<file path="src/sv/scale2x_pixel_upscaler_top_assert.svh">
// Assertion macros shared by the scale2x upscaler modules.
// Each macro samples on i_clk and is disabled while i_rst_n is low.
`ifndef SCALE2X_PIXEL_UPSCALER_TOP_ASSERT_SVH
`define SCALE2X_PIXEL_UPSCALER_TOP_ASSERT_SVH

// Property that must hold at every clock edge.
`define S2X_ASSERT_ALWAYS(label, prop, msg) \
    label: assert property (@(posedge i_clk) disable iff (!i_rst_n) (prop)) \
        else $error(msg);

// Implication checked in the same cycle.
`define S2X_ASSERT_IMPLIES(label, ante, cons, msg) \
    label: assert property (@(posedge i_clk) disable iff (!i_rst_n) (ante) |-> (cons)) \
        else $error(msg);

`endif

</file>
<file path="src/sv/s2x_pkg.sv">
// Shared types and constants for the scale2x upscaler.
// No dependencies; imported by every module of the block.
`timescale 1ns / 1ps

package s2x_pkg;

    localparam int DEF_MAX_WIDTH  = 1024;
    localparam int DEF_PIXEL_BITS = 32;

    localparam int CFG_INDEX_BITS = 1;
    localparam int CFG_DATA_BITS  = 16;
    localparam int WIDTH_REG_BITS = 11;
    localparam int ROW_BITS       = 16;
    localparam int COL_OUT_BITS   = 10;
    localparam int PIX_OUT_BITS   = 32;
    localparam int PIX_IN_BITS    = 32;

    localparam logic [CFG_INDEX_BITS-1:0] REG_IMAGE_WIDTH  = 1'b0;
    localparam logic [CFG_INDEX_BITS-1:0] REG_IMAGE_HEIGHT = 1'b1;

    localparam int QUEUE_DEPTH  = 4;
    localparam int Q_PTR_BITS   = $clog2(QUEUE_DEPTH);
    localparam int Q_COUNT_BITS = $clog2(QUEUE_DEPTH + 1);

    // word slots of one job
    localparam int W_PIX      = 0;
    localparam int W_LEFT0    = 1;
    localparam int W_LEFT1    = 2;
    localparam int W_UP_B     = 3;
    localparam int W_UP_D     = 4;
    localparam int W_UP_E     = 5;
    localparam int W_UP_F     = 6;
    localparam int NUM_WORDS  = 7;

    // block kinds, one bit each in the pending mask
    localparam int K_UP    = 0;
    localparam int K_LEFT  = 1;
    localparam int K_SELF  = 2;
    localparam int NUM_KINDS = 3;

    typedef struct packed {
        logic has_up;
        logic do_left;
        logic do_self;
        logic col_ge1;
        logic col_ge2;
    } t_job_flags;

endpackage

</file>
<file path="src/sv/s2x_queue.sv">
// Short job queue between front and back, first word falls through.
// Depends on s2x_pkg for depth and pointer widths.
`timescale 1ns / 1ps
`include "scale2x_pixel_upscaler_top_assert.svh"

module s2x_queue
    import s2x_pkg::*;
#(
    parameter int WIDTH = 8
) (
    input  logic                    i_clk,
    input  logic                    i_rst_n,
    input  logic                    i_push,
    input  logic [WIDTH-1:0]        i_data,
    input  logic                    i_pop,
    output logic                    o_valid,
    output logic [WIDTH-1:0]        o_data,
    output logic [Q_COUNT_BITS-1:0] o_count
);

    logic [WIDTH-1:0]        r_mem [QUEUE_DEPTH];
    logic [Q_PTR_BITS-1:0]   r_wptr, r_rptr;
    logic [Q_COUNT_BITS-1:0] r_count;

    assign o_valid = r_count != '0;
    assign o_data  = r_mem[r_rptr];
    assign o_count = r_count;

    always_ff @(posedge i_clk) begin
        if (!i_rst_n) begin
            r_wptr  <= '0;
            r_rptr  <= '0;
            r_count <= '0;
        end else begin
            if (i_push) begin
                r_wptr <= r_wptr + Q_PTR_BITS'(1);
            end
            if (i_pop) begin
                r_rptr <= r_rptr + Q_PTR_BITS'(1);
            end
            r_count <= r_count + Q_COUNT_BITS'(i_push) - Q_COUNT_BITS'(i_pop);
        end
    end

    always_ff @(posedge i_clk) begin
        if (i_push) begin
            r_mem[r_wptr] <= i_data;
        end
    end

    `S2X_ASSERT_ALWAYS(a_q_no_overflow,
        !(i_push && !i_pop && r_count == Q_COUNT_BITS'(QUEUE_DEPTH)), "queue overflow")
    `S2X_ASSERT_ALWAYS(a_q_no_underflow, !(i_pop && r_count == '0), "queue underflow")

endmodule

</file>
<file path="config.mk">
export PLATFORM = sky130hd
export DESIGN_NAME = s2x_queue
export DESIGN_NICKNAME = d
export VERILOG_FILES = /design/src/sv/s2x_pkg.sv /design/src/sv/s2x_queue.sv
export VERILOG_INCLUDE_DIRS = /design/src /design/src/sv
export SDC_FILE = /design/constraint.sdc
export NUM_CORES = 1
export LEC_CHECK = 0
export ABC_AREA = 1
export ABC_CLOCK_PERIOD_IN_PS = 2180
export BUFFER_PORTS_ARGS = -buffer_cell sky130_fd_sc_hd__buf_2
export CORE_UTILIZATION = 45
export DETAILED_ROUTE_END_ITERATION = 10
export PLACE_DENSITY = 0.63
export SYNTH_ARGS = -nofsm -noshare
export SYNTH_HDL_FRONTEND = slang
export SYNTH_SLANG_ARGS = --single-unit
</file>
<file path="constraint.sdc">
create_clock -name i_clk -period 2.18 [get_ports i_clk]
set_clock_uncertainty 0.15 [all_clocks]
set_input_delay 0.218 -clock i_clk [delete_from_list [all_inputs] [get_ports i_clk]]
set_output_delay 0.218 -clock i_clk [all_outputs]
set_load 0.05 [all_outputs]
</file>
==> flow_summary.json <==
{
  "holdWs_ns": 0.0133,
  "cap_viol_max_count": 0,
  "placed_cell_area_um2": 1850,
  "wl_per_cell_um": 11.8,
  "die_h_um": 63.7,
  "ir_drop_mv": 0.467,
  "routed_via_density": 4.74,
  "yosysWarnings": 0,
  "fmax_mhz": 512,
  "fillCellCount": 321,
  "worstPathCellList": "buf_4 -> a21oi_1 -> o21ai_0 -> nand2_1 -> buf_2",
  "syn_avg_cell_area_um2": 11.6,
  "maxSlewViolCount": 0,
  "synthDistinctLibCells": 15,
  "grt_usage_pct": 15.8,
  "start_util_pct": 46.7,
  "finalHoldViolations": 0,
  "r2r-start": "o_count[0]$_SDFF_PN0_",
  "grt_pass1_wl_um": 4710,
  "clock_sinks": 41,
  "status": "finished clean",
  "insertedDiodeCount": 0,
  "cpPeakStageDelay_ns": 0.55,
  "crit_required_ns": 1.81,
  "seq_area_frac_synth_pct": 66.7,
  "final_common_cell": "edfxtp_1",
  "reg2reg_depth": 7,
  "grt_antenna_before_repair": 0,
  "crit_slowest_cell": "dfxtp_1",
  "die-area_um2": 4050,
  "crit_end": "o_data[3]",
  "cts_buffers": 5,
  "fin_crit_sh_pct": 89.6,
  "core_area_um2": 3660,
  "crit_arrival_ns": 1.58,
  "r2r_end": "o_count[2]$_SDFF_PN0_",
  "max_slew_margin_pct": 59.8,
  "first_global_vias": 1106,
  "finalSetupViolations": 0,
  "clk_path_buf_depth": 2,
  "drc": 0,
  "post-dp-hpwl_um": 1870,
  "drive_gt1_share_pct": 17.5,
  "ys_ff_latch": 41,
  "gr-total-overflow": 0,
  "rows": 22,
  "fin_util_pct": 55.6,
  "synth_cells": 147,
  "cp_max_fo": 11,
  "area_delta_synth_final_pct": 18.9,
  "path_class": "register to output port",
  "nets": 201,
  "h-tree-depth": 2,
  "cts_tree": "done",
  "grt_max_degree": 17,
  "mostFrequentLayoutCells": "edfxtp_1, inv_1, nand2_1",
  "synthesis.nets": 166,
  "rrSetupSlack_ns": 0.47,
  "clk-insertion-delay-late_ns": 0.29,
  "cp-start-kind": "register",
  "io_buffer_count": 23,
  "wl_um": 2740,
  "tns_ns": 0,
  "synth_area_um2": 1710,
  "ios": 24,
  "end_kind": "output port",
  "dr.pass1.iters": 4,
  "first_iter_violations": 31,
  "leakagePower_nw": 0.882,
  "fin_area_um2": 2030,
  "die_x_um": 63.7,
  "hp-class": "input port to register",
  "rsz0062_at_grt": "false",
  "gp_congestion": 0.803,
  "p_per_area_nw_per_um2": 917,
  "worst_pin_slew_ns": 0.603,
  "cts_root_buf": "clkbuf_8",
  "fin_crit_ns": 1.95,
  "ant_nets": 0,
  "cts_resized": 0,
  "vias": 1094,
  "clk_pin_slew_ns": 0.07
}
timing repair:
action | CTS | global route
hold endpoints to repair | 32 | 0
buffers inserted | 0 | 0
hold buffers | 8 | 0
flip-flops by register name, indices dropped and copies added, names as in the netlist, named ones only:
signal / count
o_count: 3
r_mem: 32
r_rptr: 2
r_wptr: 2
final cells by class:
class,instances,area (µm²),share of cell area [%]
inverter,31,116,5.72
multi-input combinational,70,400,19.7
timing repair buffer,33,210,10.3
clock buffer,6,72.6,3.57
sequential,41,1140,56.1
tap,48,60.1,2.95
clock inverter,2,33.8,1.66
worst max-delay path: cells and delay by family, from the launching register on:
kind            cells  cell delay [ns]
flops               1             0.55
simple gates        1             0.08
buf+inv             2             0.45
compound gates      2             0.20
cell usage after synthesis:
master | count | area (µm²)
a21oi_2 | 1 | 8.76
fa_1 | 1 | 20.0
o211ai_1 | 8 | 60.1
nand2_1 | 26 | 97.6
ha_1 | 6 | 75.1
o21ai_0 | 10 | 50.1
edfxtp_1 | 32 | 961
nor2_1 | 1 | 3.75
buf_4 | 1 | 7.51
nand3_1 | 2 | 10.0
a21oi_1 | 13 | 65.1
o21ai_1 | 2 | 10.0
inv_1 | 31 | 116
dfxtp_1 | 9 | 180
buf_6 | 4 | 45.0
routing by layer:
metal  vias to the layer above  wire length, µm  GRT usage (%)
met3                         5              126           5.80
met1                       515             1130           16.5
met2                        20             1440           28.2
met4                         0               40           6.82
li1                        554                -              -
met5                         -                0              0
kinds of logic after synthesis:
group / count (synthesis) / synth area share [%]
flip-flops: 41 / 66.7
buffers and inverters: 36 / 9.88
AO/OA/AOI/OAI: 34 / 11.3
AND/OR/NAND/NOR: 29 / 6.51
adder cells (fa/ha/maj): 7 / 5.56
how the worst min path moves through the flow:
stage	cells after the start	start	end	slack, ns
global route	2	i_pop	r_rptr[0]$_SDFFE_PN0P_	0.02
floorplan	1	i_pop	register	0.16
detailed placement	1	i_data[0]	r_mem[0][0]$_DFFE_PP_	0.29
CTS	2	i_pop	r_rptr[0]$_SDFFE_PN0P_	0.003
global placement	1	i_data[5]	r_mem[0][5]$_DFFE_PP_	0.28
finish	2	i_pop	r_rptr[0]$_SDFFE_PN0P_	0.01
report_power, final:
| part | total (mW) | internal, mW | switching, mW |
|---|---|---|---|
| sequential | 0.921 | 0.892 | 0.0293 |
| clock | 0.573 | 0.338 | 0.236 |
| combinational | 0.371 | 0.0988 | 0.272 |
| total | 1.86 | 1.33 | 0.537 |
metrics by stage:
step                std cells  setup slack (ns)  power, mW
detailed placement        215             0.477       1.30
finish                    231             0.227       1.86
global route              231             0.102       1.96
global placement          215             0.553       1.28
floorplan                 147             0.174       1.21
CTS                       231             0.201       1.88
(Power assumes the default switching activity.)
