==> src/sv/scale2x_pixel_upscaler_top_assert.svh <==
// Assertion macros shared by the scale2x upscaler modules.
// Each macro samples on i_clk and is disabled while i_rst_n is low.
`ifndef SCALE2X_PIXEL_UPSCALER_TOP_ASSERT_SVH
`define SCALE2X_PIXEL_UPSCALER_TOP_ASSERT_SVH

// Property that must hold at every clock edge.
`define S2X_ASSERT_ALWAYS(label, prop, msg) \
    label: assert property (@(posedge i_clk) disable iff (!i_rst_n) (prop)) \
        else $error(msg);

// Implication checked in the same cycle.
`define S2X_ASSERT_IMPLIES(label, ante, cons, msg) \
    label: assert property (@(posedge i_clk) disable iff (!i_rst_n) (ante) |-> (cons)) \
        else $error(msg);

`endif

==> src/sv/s2x_pkg.sv <==
// Shared types and constants for the scale2x upscaler.
// No dependencies; imported by every module of the block.
`timescale 1ns / 1ps

package s2x_pkg;

    localparam int DEF_MAX_WIDTH  = 1024;
    localparam int DEF_PIXEL_BITS = 32;

    localparam int CFG_INDEX_BITS = 1;
    localparam int CFG_DATA_BITS  = 16;
    localparam int WIDTH_REG_BITS = 11;
    localparam int ROW_BITS       = 16;
    localparam int COL_OUT_BITS   = 10;
    localparam int PIX_OUT_BITS   = 32;
    localparam int PIX_IN_BITS    = 32;

    localparam logic [CFG_INDEX_BITS-1:0] REG_IMAGE_WIDTH  = 1'b0;
    localparam logic [CFG_INDEX_BITS-1:0] REG_IMAGE_HEIGHT = 1'b1;

    localparam int QUEUE_DEPTH  = 4;
    localparam int Q_PTR_BITS   = $clog2(QUEUE_DEPTH);
    localparam int Q_COUNT_BITS = $clog2(QUEUE_DEPTH + 1);

    // word slots of one job
    localparam int W_PIX      = 0;
    localparam int W_LEFT0    = 1;
    localparam int W_LEFT1    = 2;
    localparam int W_UP_B     = 3;
    localparam int W_UP_D     = 4;
    localparam int W_UP_E     = 5;
    localparam int W_UP_F     = 6;
    localparam int NUM_WORDS  = 7;

    // block kinds, one bit each in the pending mask
    localparam int K_UP    = 0;
    localparam int K_LEFT  = 1;
    localparam int K_SELF  = 2;
    localparam int NUM_KINDS = 3;

    typedef struct packed {
        logic has_up;
        logic do_left;
        logic do_self;
        logic col_ge1;
        logic col_ge2;
    } t_job_flags;

endpackage

==> src/sv/s2x_back.sv <==
// Back end: expands each job into up to three Scale2x blocks, one per cycle unless the output stalls.
// Depends on s2x_pkg; drains s2x_queue and drives the output register.
`timescale 1ns / 1ps
`include "scale2x_pixel_upscaler_top_assert.svh"

module s2x_back
    import s2x_pkg::*;
#(
    parameter int MAX_WIDTH  = DEF_MAX_WIDTH,
    parameter int PIXEL_BITS = DEF_PIXEL_BITS,
    parameter int CW         = $clog2(MAX_WIDTH)
) (
    input  logic                                 i_clk,
    input  logic                                 i_rst_n,
    input  logic                                 i_job_valid,
    input  t_job_flags                           i_job_flags,
    input  logic [ROW_BITS-1:0]                  i_job_row,
    input  logic [CW-1:0]                        i_job_col,
    input  logic [NUM_WORDS-1:0][PIXEL_BITS-1:0] i_job_words,
    output logic                                 o_job_pop,
    output logic                                 o_valid,
    input  logic                                 i_ready,
    output logic [ROW_BITS-1:0]                  o_row,
    output logic [COL_OUT_BITS-1:0]              o_col,
    output logic [PIX_OUT_BITS-1:0]              o_top_left,
    output logic [PIX_OUT_BITS-1:0]              o_top_right,
    output logic [PIX_OUT_BITS-1:0]              o_bottom_left,
    output logic [PIX_OUT_BITS-1:0]              o_bottom_right,
    output logic                                 o_last
);

    logic [NUM_KINDS-1:0] r_done;
    logic                 r_out_valid;

    logic [NUM_KINDS-1:0] req, pend, sel;
    logic                 single, load;
    logic [PIXEL_BITS-1:0] b, d, e, f, h, p, lp0, lp1;
    logic [ROW_BITS-1:0]  row;
    logic [CW-1:0]        col;
    logic                 last;
    logic [PIXEL_BITS-1:0] tl, tr, bl, br;

    always_comb begin
        req[K_UP]   = i_job_flags.has_up;
        req[K_LEFT] = i_job_flags.do_left;
        req[K_SELF] = i_job_flags.do_self;
        pend        = req & ~r_done;
        sel         = pend & (~pend + NUM_KINDS'(1));
        single      = (pend & (pend - NUM_KINDS'(1))) == '0;
        load        = i_job_valid && (pend != '0) && (!r_out_valid || i_ready);
        o_job_pop   = i_job_valid && ((pend == '0) || (load && single));
    end

    always_comb begin
        p   = i_job_words[W_PIX];
        lp0 = i_job_words[W_LEFT0];
        lp1 = i_job_words[W_LEFT1];
        b    = p;
        d    = p;
        e    = p;
        f    = p;
        h    = p;
        row  = i_job_row;
        col  = i_job_col;
        last = 1'b0;
        case (1'b1)
            sel[K_UP]: begin
                b   = i_job_words[W_UP_B];
                d   = i_job_words[W_UP_D];
                e   = i_job_words[W_UP_E];
                f   = i_job_words[W_UP_F];
                row = i_job_row - 16'd1;
            end
            sel[K_LEFT]: begin
                e   = lp0;
                h   = lp0;
                d   = i_job_flags.col_ge2 ? lp1 : lp0;
                b   = i_job_flags.has_up ? i_job_words[W_UP_D] : lp0;
                col = i_job_col - CW'(1);
            end
            sel[K_SELF]: begin
                b    = i_job_flags.has_up ? i_job_words[W_UP_E] : p;
                d    = i_job_flags.col_ge1 ? lp0 : p;
                last = 1'b1;
            end
            default: ;
        endcase
        tl = (d == b && b != f && d != h) ? d : e;
        tr = (b == f && b != d && f != h) ? f : e;
        bl = (d == h && d != b && h != f) ? d : e;
        br = (h == f && d != h && b != f) ? f : e;
    end

    always_ff @(posedge i_clk) begin
        if (!i_rst_n) begin
            r_done      <= '0;
            r_out_valid <= 1'b0;
        end else begin
            if (o_job_pop) begin
                r_done <= '0;
            end else if (load) begin
                r_done <= r_done | sel;
            end
            if (load) begin
                r_out_valid <= 1'b1;
            end else if (i_ready) begin
                r_out_valid <= 1'b0;
            end
        end
    end

    always_ff @(posedge i_clk) begin
        if (load) begin
            o_row          <= row;
            o_col          <= COL_OUT_BITS'(col);
            o_top_left     <= PIX_OUT_BITS'(tl);
            o_top_right    <= PIX_OUT_BITS'(tr);
            o_bottom_left  <= PIX_OUT_BITS'(bl);
            o_bottom_right <= PIX_OUT_BITS'(br);
            o_last         <= last;
        end
    end

    assign o_valid = r_out_valid;

    `S2X_ASSERT_IMPLIES(a_back_done_subset, i_job_valid, (r_done & ~req) == '0,
        "done mask holds a block the job never asked for")

endmodule

==> config.mk <==
export PLATFORM = sky130hd
export DESIGN_NAME = s2x_back
export DESIGN_NICKNAME = d
export VERILOG_FILES = /design/src/sv/s2x_pkg.sv /design/src/sv/s2x_back.sv
export VERILOG_INCLUDE_DIRS = /design/src /design/src/sv
export SDC_FILE = /design/constraint.sdc
export NUM_CORES = 1
export LEC_CHECK = 0
export ABC_CLOCK_PERIOD_IN_PS = 13700
export BUFFER_PORTS_ARGS = -buffer_cell sky130_fd_sc_hd__buf_2
export CORE_MARGIN = 2
export CORE_UTILIZATION = 30
export DETAILED_ROUTE_END_ITERATION = 8
export SLEW_MARGIN = 30
export SYNTH_ARGS = -nofsm -noshare
export SYNTH_HDL_FRONTEND = slang
export SYNTH_SLANG_ARGS = --single-unit
export TNS_END_PERCENT = 20
==> constraint.sdc <==
create_clock -name i_clk -period 13.7 [get_ports i_clk]
set_input_delay 1.37 -clock i_clk [delete_from_list [all_inputs] [get_ports i_clk]]
set_output_delay 1.37 -clock i_clk [all_outputs]
set_load 0.005 [all_outputs]
==> impl_metrics.env <==
export IMPL_outcome="finished, final reports clean"
export IMPL_cp_cell_sequence="buf_2 -> nor2b_4 -> buf_4 -> buf_4 -> a2111oi_0 -> a211o_1 -> xor2_1 -> nor4_1 -> nand4_1 -> or4_1 -> nor3_4 -> buf_4 -> mux2_2"
export IMPL_fp_dieW_um=209
export IMPL_synth_cell_type_count=72
export IMPL_yosysWarnings=0
export IMPL_hpwl_um=46200
export IMPL_clk_latency_ns=0.47
export IMPL_syn_instance_count=1207
export IMPL_ctsResizeCount=0
export IMPL_detailedRoute_firstIterationViolations=1517
export IMPL_drt_wirelength_per_cell_um=28.1
export IMPL_slew_headroom=0.302
export IMPL_clk_pin_slew_ns=0.08
export IMPL_endpoint_kind="register"
export IMPL_vias=12100
export IMPL_clk_path_buf_depth=2
export IMPL_p_leak_nw=6.53
export IMPL_ant_nets=0
export IMPL_cts_sinks=159
export IMPL_register_area_mm2=0.00474
export IMPL_cp_slowest_stage_delay_ns=0.83
export IMPL_cp_start_kind="input port"
export IMPL_ctsHtreeMaxLevel=4
export IMPL_core_area_mm2=0.0418
export IMPL_hold_slack_ns=0.530
export IMPL_wirelength_um=59800
export IMPL_die_height_um=209
export IMPL_finalCritPeriodShare=0.509
export IMPL_ys_seq_area_frac=0.375
export IMPL_drive_gt1_frac=0.334
export IMPL_drc_errors=0
export IMPL_fmax_mhz=143
export IMPL_synth_nets=1468
export IMPL_hp_class="reg -> reg"
export IMPL_worst_slew_pin_slew_ns=1.02
export IMPL_power_total_mw=1.62
export IMPL_port_buffers=415
export IMPL_grt_pass1_vias=12100
export IMPL_p_per_area_mw_per_mm2=103
export IMPL_avgSynthCellArea_um2=10.5
export IMPL_slowest_stage="nor3_4"
export IMPL_clockRootBuffer="clkbuf_16"
export IMPL_numPlacedInstances=2089
export IMPL_skew_ns=0.0216
export IMPL_ir_worst_vdd_mv=0.0508
export IMPL_instances_no_fill=2127
export IMPL_ys_seq_elements=159
export IMPL_setup_viol=0
export IMPL_grt_pass1_wl_um=84800
export IMPL_syn2layout_area_growth_pct=24.4
export IMPL_grt_start_max_net_pins=70
export IMPL_grt_use_total=0.267
export IMPL_initial_core_util=0.302
export IMPL_num_io_pins=416
export IMPL_final_setup_tns_ns=0
export IMPL_fp_row_count=75
export IMPL_cts_made_buffers=17
export IMPL_cp_top_family="simple AND/OR/NAND/NOR gates"
export IMPL_multi_input_area_mm2=0.00738
export IMPL_grt_setup_unrepaired="false"
export IMPL_grt_overflow_total=0
export IMPL_nNetsFinal=1830
export IMPL_post_cts_buffers=0
export IMPL_synthesis_area_mm2=0.0126
export IMPL_hold_viol=0
export IMPL_nFillCells=4210
export IMPL_cp_buffers_inverters=4
export IMPL_antenna_found_initial=12
export IMPL_dr_pass1_iters=6
export IMPL_maxCapViolCount=0
export IMPL_critPathArrivalTime_ns=7.17
export IMPL_crit_type="in -> reg"
export IMPL_via_per_inst=5.71
export IMPL_ys_flop_type="edfxtp_1"
export IMPL_gp_congestion=0.930
export IMPL_worstPathMaxFanout=45
export IMPL_async_flop_share=0
export IMPL_postCtsHoldBufs=0
export IMPL_drv_slew=0
export IMPL_die_area_mm2=0.0437
export IMPL_period_minus_slack_ns=6.97
export IMPL_crit_required_ns=13.89
export IMPL_crit_top_cell="buf_4"
export IMPL_synth_edf_count=155
export IMPL_tritoncts="done"
cell usage in the layout, fill, tap and decap left out, types with 15 or more instances in the layout:
cell / netlist / layout
xor2_1: 80 / 80
nor4_1: 17 / 17
a2111oi_0: 23 / 23
buf_4: 15 / 25
xnor2_1: 60 / 60
nand2_1: 75 / 75
nor4bb_1: 20 / 20
o32a_1: 15 / 15
mux2i_1: 216 / 216
nor2_1: 59 / 58
clkbuf_16: 0 / 17
buf_2: 31 / 415
o21ai_0: 44 / 42
mux2_2: 26 / 26
edfxtp_1: 155 / 155
a211o_1: 16 / 16
o221ai_1: 16 / 16
nor2b_1: 26 / 22
a21oi_1: 59 / 59
stage by stage:
| stage | area [um2] | setup slack, ns | utilization |
|---|---|---|---|
| floorplan | 12600 | 2.25 | - |
| global placement | 15100 | 6.46 | 0.361 |
| detailed placement | 15100 | 6.40 | 0.362 |
| CTS | 15700 | 6.86 | 0.376 |
| global route | 15700 | 6.56 | 0.376 |
| finish | 15700 | 6.73 | 0.376 |
power breakdown:
| part | internal (mW) | switching, mW | total (mW) |
|---|---|---|---|
| sequential | 0.592 | 0.0185 | 0.611 |
| combinational | 0.187 | 0.320 | 0.507 |
| clock | 0.284 | 0.214 | 0.499 |
| total | 1.06 | 0.553 | 1.62 |
worst register-to-register path: stages (launching register included):
cell	delay [ns]
dfxtp_1	0.90
buf_4	0.39
nand2b_2	0.17
buf_4	0.34
buf_4	0.51
a2111oi_0	0.21
a211o_1	0.41
xor2_1	0.19
nor4_1	0.68
nand4_1	0.13
or4_1	0.70
nor3_4	0.83
buf_4	0.55
mux2_2	0.44
cells in the mapped netlist (13+ instances only):
master | instances | area share
o211ai_1 | 14 | 0.0083
nand2_1 | 75 | 0.022
xor2_1 | 80 | 0.055
mux2_2 | 26 | 0.023
nor4bb_1 | 20 | 0.016
a211o_1 | 16 | 0.011
nor3_1 | 14 | 0.0055
mux2i_1 | 216 | 0.17
a2111oi_0 | 23 | 0.016
a21oi_1 | 59 | 0.023
buf_4 | 15 | 0.0089
clkbuf_1 | 38 | 0.011
buf_2 | 31 | 0.012
nor2_1 | 59 | 0.018
o32a_1 | 15 | 0.012
o221ai_1 | 16 | 0.011
a221o_1 | 13 | 0.010
nor4_1 | 17 | 0.0084
xnor2_1 | 60 | 0.042
nor2b_1 | 26 | 0.013
o21ai_0 | 44 | 0.017
edfxtp_1 | 155 | 0.37
routing by layer:
| metal | GRT usage | wire length, um | share of wire |
|---|---|---|---|
| met4 | 0.0808 | 1370 | 0.023 |
| met2 | 0.436 | 28400 | 0.47 |
| met3 | 0.0603 | 4890 | 0.082 |
| met5 | 0 | 66 | 0.0011 |
| met1 | 0.351 | 25000 | 0.42 |
registers in the layout (all words and copies together), names as in the netlist:
name and flops:
o_bottom_left 32, o_bottom_right 32, o_col 10, o_last 1, o_row 16, o_top_left 32
o_top_right 32, o_valid 1, r_done 3
final cells by class:
type	count	share of cell area
well taps	539	0.0429
clock buffers	20	0.0278
flip-flops and latches	159	0.302
repair buffers	441	0.146
clock inverters	10	0.00900
inverters	6	0.00143
multi-input cells	944	0.470
diodes	8	0.00127
path summary, 6_finish.rpt:
| check | cells past startpoint | to | startpoint | slack [ns] |
|---|---|---|---|---|
| setup / recovery | 13 | o_bottom_left[5]$_DFFE_PP_ | i_job_flags[4] | 6.73 |
| hold / removal | 2 | o_valid$_SDFFE_PN0P_ | o_valid$_SDFFE_PN0P_ | 0.53 |
| setup reg to reg | 13 | o_bottom_left[5]$_DFFE_PP_ | r_done[1]$_SDFFE_PP0P_ | 6.99 |
| hold reg to reg | 2 | o_valid$_SDFFE_PN0P_ | o_valid$_SDFFE_PN0P_ | 0.53 |
logic make-up after synthesis:
family,synth area share
AO/OA/AOI/OAI,0.160
XOR/XNOR,0.0971
adder cells (fa/ha/maj),0.00198
buffers and inverters,0.0438
flip-flops,0.375
multiplexers,0.199
AND/OR/NAND/NOR,0.123
No activity file was read; power rests on OpenSTA's default activity.
